### src/rtl/utf8acc_pkg.sv
`timescale 1ns / 1ps
// ----------------------------------------------------------------------------
// utf8acc_pkg: shared types and constants for the accent folding block
// Item structs for both channels and the second-byte lookup for the
// Hungarian accented vowels that follow a 0xC3 lead byte.
// ----------------------------------------------------------------------------
package utf8acc_pkg;

    localparam logic [7:0] LEAD_BYTE    = 8'hC3;
    localparam logic [7:0] UNKNOWN_CHAR = 8'h3F;  // '?'

    // One input item: a raw byte and the end-of-string flag
    typedef struct packed {
        logic [7:0] in_byte;
        logic       in_last;
    } t_in_item;

    // One result item: the folded character and the end-of-string flag
    typedef struct packed {
        logic [7:0] out_char;
        logic       out_last;
    } t_out_item;

    // Second byte of a C3 pair to its plain letter, '?' for anything else
    function automatic logic [7:0] map_follow(input logic [7:0] b);
        logic [7:0] c;
        case (b)
            8'hA1:   c = 8'h61;  // a acute
            8'hA9:   c = 8'h65;  // e acute
            8'hAD:   c = 8'h69;  // i acute
            8'hB3:   c = 8'h6F;  // o acute
            8'hB6:   c = 8'h6F;  // o diaeresis
            8'hB5:   c = 8'h6F;  // o double acute (as sent)
            8'hBA:   c = 8'h75;  // u acute
            8'hBC:   c = 8'h75;  // u diaeresis
            8'hBB:   c = 8'h75;  // u double acute (as sent)
            8'h81:   c = 8'h41;  // A acute
            8'h89:   c = 8'h45;  // E acute
            8'h8D:   c = 8'h49;  // I acute
            8'h93:   c = 8'h4F;  // O acute
            8'h96:   c = 8'h4F;  // O diaeresis
            8'h95:   c = 8'h4F;  // O double acute (as sent)
            8'h9A:   c = 8'h55;  // U acute
            8'h9C:   c = 8'h55;  // U diaeresis
            8'h9B:   c = 8'h55;  // U double acute (as sent)
            default: c = UNKNOWN_CHAR;
        endcase
        return c;
    endfunction

endpackage

### src/rtl/utf8_accent_to_ascii.sv
`timescale 1ns / 1ps
// A result is registered in the output register, or in the skid stage on a stall.
// Throughput: one byte per cycle unless the skid is full; a single lookup stage feeds the
// output register, with a one-entry skid stage so input stays open while a result waits.
// A held 0xC3 lead byte gives no result; the item after it gives the folded character.
// Reset (synchronous, active low) clears the held lead, the output valid and the skid.
// ----------------------------------------------------------------------------
// utf8_accent_to_ascii: UTF-8 Hungarian accent folding to plain ASCII
// Holds a non-final 0xC3 lead byte and replaces the following byte by its plain letter,
// or by '?' when it is no accented vowel; all other bytes pass through unchanged.
// ----------------------------------------------------------------------------
module utf8_accent_to_ascii (
    input  logic                  i_clk,
    input  logic                  i_rst_n,
    input  logic                  i_valid,
    output logic                  o_stall,
    input  utf8acc_pkg::t_in_item i_data,
    output logic                  o_valid,
    input  logic                  i_stall,
    output utf8acc_pkg::t_out_item o_data
);

    logic                   r_lead;
    logic                   n_lead;
    logic                   r_out_valid;
    logic                   r_skid_valid;
    utf8acc_pkg::t_out_item r_out;
    utf8acc_pkg::t_out_item r_skid;

    logic                   in_take;
    logic                   out_take;
    logic                   is_lead;
    logic                   produce;
    utf8acc_pkg::t_out_item new_item;

    // Handshakes: input closes only while the skid stage is full
    assign o_stall  = r_skid_valid;
    assign in_take  = i_valid && !o_stall;
    assign out_take = r_out_valid && !i_stall;

    // Per-item decode
    always_comb begin
        is_lead  = (i_data.in_byte == utf8acc_pkg::LEAD_BYTE) && !i_data.in_last;
        produce  = in_take && (r_lead || !is_lead);
        n_lead   = r_lead;
        if (in_take) begin
            n_lead = !r_lead && is_lead;
        end
        new_item.out_last = i_data.in_last;
        if (r_lead) begin
            new_item.out_char = utf8acc_pkg::map_follow(i_data.in_byte);
        end else begin
            new_item.out_char = i_data.in_byte;
        end
    end

    // Lead byte state
    always_ff @(posedge i_clk) begin
        if (!i_rst_n) begin
            r_lead <= 1'b0;
        end else begin
            r_lead <= n_lead;
        end
    end

    // Output register and skid stage control
    always_ff @(posedge i_clk) begin
        if (!i_rst_n) begin
            r_out_valid  <= 1'b0;
            r_skid_valid <= 1'b0;
        end else if (r_skid_valid) begin
            if (out_take) begin
                r_skid_valid <= 1'b0;
            end
        end else if (produce) begin
            if (r_out_valid && !out_take) begin
                r_skid_valid <= 1'b1;
            end else begin
                r_out_valid <= 1'b1;
            end
        end else if (out_take) begin
            r_out_valid <= 1'b0;
        end
    end

    // Output and skid payload
    always_ff @(posedge i_clk) begin
        if (r_skid_valid) begin
            if (out_take) begin
                r_out <= r_skid;
            end
        end else if (produce) begin
            if (r_out_valid && !out_take) begin
                r_skid <= new_item;
            end else begin
                r_out <= new_item;
            end
        end
    end

    assign o_valid = r_out_valid;
    assign o_data  = r_out;

    // Skid stage only fills behind a held result
    a_skid_behind_out: assert property (@(posedge i_clk) disable iff (!i_rst_n)
        r_skid_valid |-> r_out_valid)
        else $error("skid holds an item while output register is empty");

    // Skid fills only when the output was stalled
    a_skid_fill_cause: assert property (@(posedge i_clk) disable iff (!i_rst_n)
        $rose(r_skid_valid) |-> $past(r_out_valid && i_stall))
        else $error("skid filled without an output stall");

    // A taken non-final lead byte is held
    a_lead_held: assert property (@(posedge i_clk) disable iff (!i_rst_n)
        (in_take && !r_lead && is_lead) |=> r_lead)
        else $error("lead byte not held");

    // No lead survives the end of a string
    a_lead_cleared_at_last: assert property (@(posedge i_clk) disable iff (!i_rst_n)
        (in_take && i_data.in_last) |=> !r_lead)
        else $error("lead held across end of string");

    // A taken item after a lead always yields a result
    a_pair_emits: assert property (@(posedge i_clk) disable iff (!i_rst_n)
        (in_take && r_lead) |-> produce)
        else $error("second byte of pair gave no result");

endmodule

### config.mk
export PLATFORM = sky130hd
export DESIGN_NAME = utf8_accent_to_ascii
export DESIGN_NICKNAME = d
export VERILOG_FILES = /design/src/rtl/utf8acc_pkg.sv /design/src/rtl/utf8_accent_to_ascii.sv
export SDC_FILE = /design/constraint.sdc
export NUM_CORES = 1
export LEC_CHECK = 0
export BUFFER_PORTS_ARGS = -buffer_cell sky130_fd_sc_hd__buf_2
export CORE_UTILIZATION = 40
export DETAILED_ROUTE_END_ITERATION = 6
export HOLD_SLACK_MARGIN = 0.12
export PLACE_DENSITY = 0.61
export SLEW_MARGIN = 20
export SYNTH_ARGS = -nofsm -noshare
export SYNTH_HDL_FRONTEND = slang
export SYNTH_SLANG_ARGS = --single-unit
### constraint.sdc
create_clock -name i_clk -period 2.41 [get_ports i_clk]
set_clock_uncertainty 0.1 [all_clocks]
set_input_delay 0.3615 -clock i_clk [delete_from_list [all_inputs] [get_ports i_clk]]
set_output_delay 0.3615 -clock i_clk [all_outputs]
set_load 0.02 [all_outputs]
* Word level (Yosys, flattened, before mapping)
Cells that the tools add are included.
** Word-level totals
- Bits in registers :: 21
- Bits of input ports :: 13
- Output and inout port bits :: 11
- Word-level logic and storage cells :: 65
** Operators by class
- Equal/unequal tests :: 22
- Muxes and demuxes :: 13
- Bitwise logic cells :: 1
- Reductions and logical operators :: 22
** Operators with widths (number)
- 8-bit equality test, second input constant :: 19
- 7-bit case mux with 10 select lines :: 1
- 9-bit two-way mux :: 4
- 3-bit OR reduction :: 4
- 3-bit AND reduction :: 3
- 8-bit two-way mux :: 1
- 1-bit two-way mux :: 7
- 1-bit logical AND :: 6
- 1-bit zero test :: 6
- 2-bit inequality test, second input constant :: 2
- 2-bit nonzero test :: 2
- 2-bit by 1-bit inequality test with 1-bit output, second input constant :: 1
- 1-bit logical OR :: 1
- 1-bit NOT :: 1

* Longest topological paths before layout
- Depth after elaboration :: 7
- Mapped depth :: 6
- Gate-level depth less buffers :: 4

* Least setup slack after synthesis
No wires, ideal clock.
- Path kind :: input to register
- Start :: input i_data[1] (netlist name)
- End :: register r_out, in the netlist o_data[0], enable pin
- Setup time :: 0.378 ns
- Arrival time :: 1.543 ns
- Required time :: 1.932 ns
- Path slack :: 0.389 ns
- Stages on the path :: 5
- Path buffers :: 1
- Path through :: buf_2 -> and3b_1 -> a31oi_1 -> a21oi_1 -> a21oi_1
** On the way
- Word-level cells in the longest chain between the ends :: 7
** Ends and longest elaborated chain
- start: declaration :: line utf8_accent_to_ascii.sv:17 : input utf8acc_pkg::t_in_item i_data,
- 8-bit equality test :: line utf8_accent_to_ascii.sv:43 : is_lead = (i_data.in_byte == utf8acc_pkg::LEAD_BYTE) && !i_data.in_last;
- 1-bit logical AND :: line utf8_accent_to_ascii.sv:43
- 1-bit zero test :: line utf8_accent_to_ascii.sv:44 : produce = in_take && (r_lead || !is_lead);
- 1-bit logical OR :: line utf8_accent_to_ascii.sv:44
- 1-bit logical AND :: line utf8_accent_to_ascii.sv:44
- 2-bit nonzero test (no line)
- 3-bit AND reduction (no line)
- end signal: assignment :: line utf8_accent_to_ascii.sv:90 : r_out <= r_skid;
- end signal: assignment :: line utf8_accent_to_ascii.sv:96 : r_out <= new_item;
- end: declaration :: line utf8_accent_to_ascii.sv:27 : utf8acc_pkg::t_out_item r_out;
Every way passes these cells.
A chain may end at the register's enable or synchronous reset.

* Final worst setup path
- Start :: register r_lead
- End :: register r_skid[8] (netlist name), enable pin
** On the way
- Word-level cells in the longest chain between the ends :: 3
** Ends and longest elaborated chain
- start: declaration :: line utf8_accent_to_ascii.sv:23 : logic r_lead;
- start signal: assignment :: line utf8_accent_to_ascii.sv:62 : r_lead <= n_lead;
- 1-bit logical OR :: line utf8_accent_to_ascii.sv:44
- 1-bit logical AND :: line utf8_accent_to_ascii.sv:44
- 3-bit AND reduction (no line)
- end signal: assignment :: line utf8_accent_to_ascii.sv:94 : r_skid <= new_item;
- end: declaration :: line utf8_accent_to_ascii.sv:28 : utf8acc_pkg::t_out_item r_skid;
Every way passes these cells.

==> metrics.md <==
| Metric | Value |
|---|---|
| Result of the run | `complete, no violations` |
| Via count of the first global-routing pass | `719` |
| Core ar. | `2520 µm²` |
| First DRT Iteration DRCs | `20` |
| Launching element type of the critical path | `flop` |
| Hold buffer count at cts | `0` |
| Highest clock rate | `532 MHz` |
| Commonest cells post-synth | `sky130_fd_sc_hd__edfxtp_1, sky130_fd_sc_hd__nor2_1` |
| Remaining routing DRC violations | `0` |
| Post-CTS Resized | `0` |
| Total congestion overflow | `0` |
| Wire per inst | `13.5 µm` |
| Layout cells sized above 1 | `0.314` |
| Layout net count | `135` |
| Die footprint | `2950 µm²` |
| DIE HEIGHT | `54.3 µm` |
| Final period utilization | `0.780` |
| EDFF count, synth | `18` |
| RSZ-0062 raised after global routing | `no` |
| Cell-internal power | `0.000539 W` |
| Number of endpoints with negative hold slack in the final report | `0` |
| Most common cell in the synthesized netlist | `sky130_fd_sc_hd__edfxtp_1` |
| Row Count | `18` |
| Buffer levels on the longest clock path | `2` |
| Slowest-stage cell, CP | `sky130_fd_sc_hd__dfxtp_1` |
| Power after layout | `0.000730 W` |
| Warnings from Yosys | `0` |
| Combinational fraction of design power | `0.186` |
| Overall die width | `54.3 µm` |
| Delay contributed by the slowest stage of the critical path | `0.52 ns` |
| Number of synthesized register bits | `21` |
| Number of nets in the synthesized netlist | `113` |
| Number of clock buffers inserted by TritonCTS | `3` |
| Crit path max fanout | `10` |
| Met1 wire length | `1030 µm` |
| Port bufs | `23` |
| Pleak | `0.482 nW` |
| Slew @ Worst Pin | `0.411 ns` |
| Cell breakdown of the critical path | `nor4b_1, a31oi_1, and3_1` |
| Global routing usage summed across all routing layers | `0.159` |
| Routed Antenna Nets | `0` |
| Share of the synthesized area in the top cell type | `0.494` |
| Inserted Diodes | `0` |
| Setup Crit Path Kind | `flop to flop` |
| Clock sinks | `21` |
| RR Startpoint | `r_lead` |
| Library cell with the largest summed area after synthesis | `sky130_fd_sc_hd__edfxtp_1` |
| Switching power | `0.000192 W` |
| Detailed Routing Iterations Pass 1 | `4` |
| Dominant synthesized flop cell | `sky130_fd_sc_hd__edfxtp_1` |
| Switching share of power | `0.262` |
| Relative max-transition margin | `0.726` |
| Total negative slack | `0 ns` |
| DR vias | `806` |
| Power per cell area | `587 nW/µm²` |
| Final Max Slew Viols | `0` |
| Leading post-synthesis cells by cell area | `sky130_fd_sc_hd__edfxtp_1, sky130_fd_sc_hd__dfxtp_1, sky130_fd_sc_hd__mux2_2` |
| Highest metal used | `met4` |
| Num ports | `24` |
| RR Endpoint | `r_skid[8]` |
| Synth Instances | `100` |
| Initial antenna violation count | `0` |
| Combined area of all synthesized cells | `1090 µm²` |
| Met2 Routed Length | `907 µm` |
| Buffering stage count on the worst path with inverters included | `0` |
| Critical Path Sink Type | `flop` |
| Post-CTS Setup Bufs | `0` |
| CTS root buffer | `sky130_fd_sc_hd__clkbuf_4` |
| Final setup viols | `0` |
| Number of cell instances on the worst register-to-register path | `3` |
| VDD IR-drop max | `350 µV` |
| Setup crit start | `r_lead` |
| Sequential share of the synthesized area | `0.549` |
| Maximum number of pins on one net before global-route repair | `15` |
| Critical path endpoint | `r_skid[8]` |
| Estimated wirelength of the detail-placed design | `1510 µm` |
| Clock group share of total power | `0.222` |
| Worst skew pair latency | `0.29 ns` |
| Effective utilization at floorplan | `0.434` |
| Signal arrival time at the worst endpoint | `1.74 ns` |
| Worst min path class | `input pin to flop` |
| Final wirelength | `2040 µm` |
| Register-to-Register Setup Slack | `0.53 ns` |
| Gp weighted congestion | `0.768` |
| Synthesized area per cell | `10.9 µm²` |
| Signed area change from the synthesized netlist to the final layout | `13.7%` |
| Proportion of register bits with asynchronous set or reset after synthesis | `0` |
| CP delay by family, top | `simple AND/OR/NAND/NOR gates` |
| Count of H-tree levels built during CTS | `1` |
| CTS tree | `done` |
| Logic depth of the worst setup path including buffers | `3` |
| Clock transition time at the flip-flop clock pins of the worst setup and hold paths | `0.12 ns` |
| Via/cell ratio | `5.34` |
| Count of different cell masters after synthesis | `36` |
| Worst endpoint required time | `2.27 ns` |
| First-pass GRT wire length | `3320 µm` |
| Sequential Power Share | `0.592` |
| Met3 routed wirelength | `75 µm` |
| Max-cap viol count | `0` |
| Minimum clock period after layout | `1.88 ns` |
-- kinds of logic (layout without fill, tap and decap cells) --
group,Yosys count,after routing,share of synthesized area
simple gates,36,36,0.176
compound gates,23,23,0.147
flops,21,21,0.549
buf+inv,12,33,0.0514
mux,6,6,0.0606
xor+xnor,2,2,0.0160
-- cell usage in the layout (no fill, tap or decap), drive strengths merged, types with 2 or more instances in the layout --
cell / instances
buf: 24
edfxtp: 18
nor2: 11
inv: 5
o21ai: 5
nand2: 5
mux2: 5
a21oi: 5
a31oi: 5
nand3: 3
nor2b: 3
clkbuf: 3
dfxtp: 3
or2: 3
and3b: 2
nand2b: 2
o22a: 2
-- per-layer routing --
layer  GRT usage  vias to the layer above
met5           0                        -
met1       0.232                      369
met4      0.0726                        0
met3      0.0250                        2
li1            -                      408
met2       0.228                       27
-- worst reg2reg max path: stages (launching register included) --
cell and delay [ns]:
sky130_fd_sc_hd__dfxtp_1 0.52, sky130_fd_sc_hd__nor4b_1 0.10, sky130_fd_sc_hd__a31oi_1 0.36, sky130_fd_sc_hd__and3_1 0.46
-- layout make-up --
class	count	area [µm²]
clock buffers	3	22.5
repair buffers	24	123
inverters	5	18.8
multi-input cells	67	438
well taps	30	37.5
clock inverters	1	5.00
fillers	243	1280
flip-flops and latches	21	601
-- through the flow --
step           instances  setup WS [ns]  hold WS (ns)  cell area (µm²)   util
2_1_floorplan        100          0.389         0.360             1090      -
3_3_place_gp         147          0.435         0.431             1220  0.483
3_5_place_dp         147          0.420         0.434             1220  0.483
4_1_cts              151          0.550         0.162             1240  0.494
5_1_grt              151          0.395         0.153             1240  0.494
6_report             151          0.530         0.167             1240  0.494
-- power by group through the flow --
| stage | Clock [W] | Sequential (W) | Combinational [W] |
|---|---|---|---|
| after floorplan | 0 | 0.000458 | 0.0000779 |
| after CTS | 0.000169 | 0.000432 | 0.000136 |
| after detailed placement | 0 | 0.000441 | 0.000135 |
| final | 0.000162 | 0.000432 | 0.000136 |
| after global routing | 0.000183 | 0.000436 | 0.000152 |
| after global placement | 0 | 0.000440 | 0.000134 |
-- how the worst min path moves through the flow --
stage / from / end / slack (ns) / depth (start not counted)
finish: i_data[0] / r_skid[0] / 0.17 / 1
floorplan: i_data[0] / r_skid[0] / 0.36 / 0
detailed placement: r_skid[3] / o_data[3] / 0.43 / 1
global route: i_data[0] / r_skid[0] / 0.15 / 1
CTS: i_data[0] / r_skid[0] / 0.16 / 1
global placement: r_skid[1] / o_data[1] / 0.43 / 1
-- state kept, by name (all words and copies together), names as in the netlist --
| signal | flops |
|---|---|
| r_lead | 1 |
| o_data | 9 |
| o_valid | 1 |
| o_stall | 1 |
| r_skid | 9 |
(Power assumes the default switching activity.)
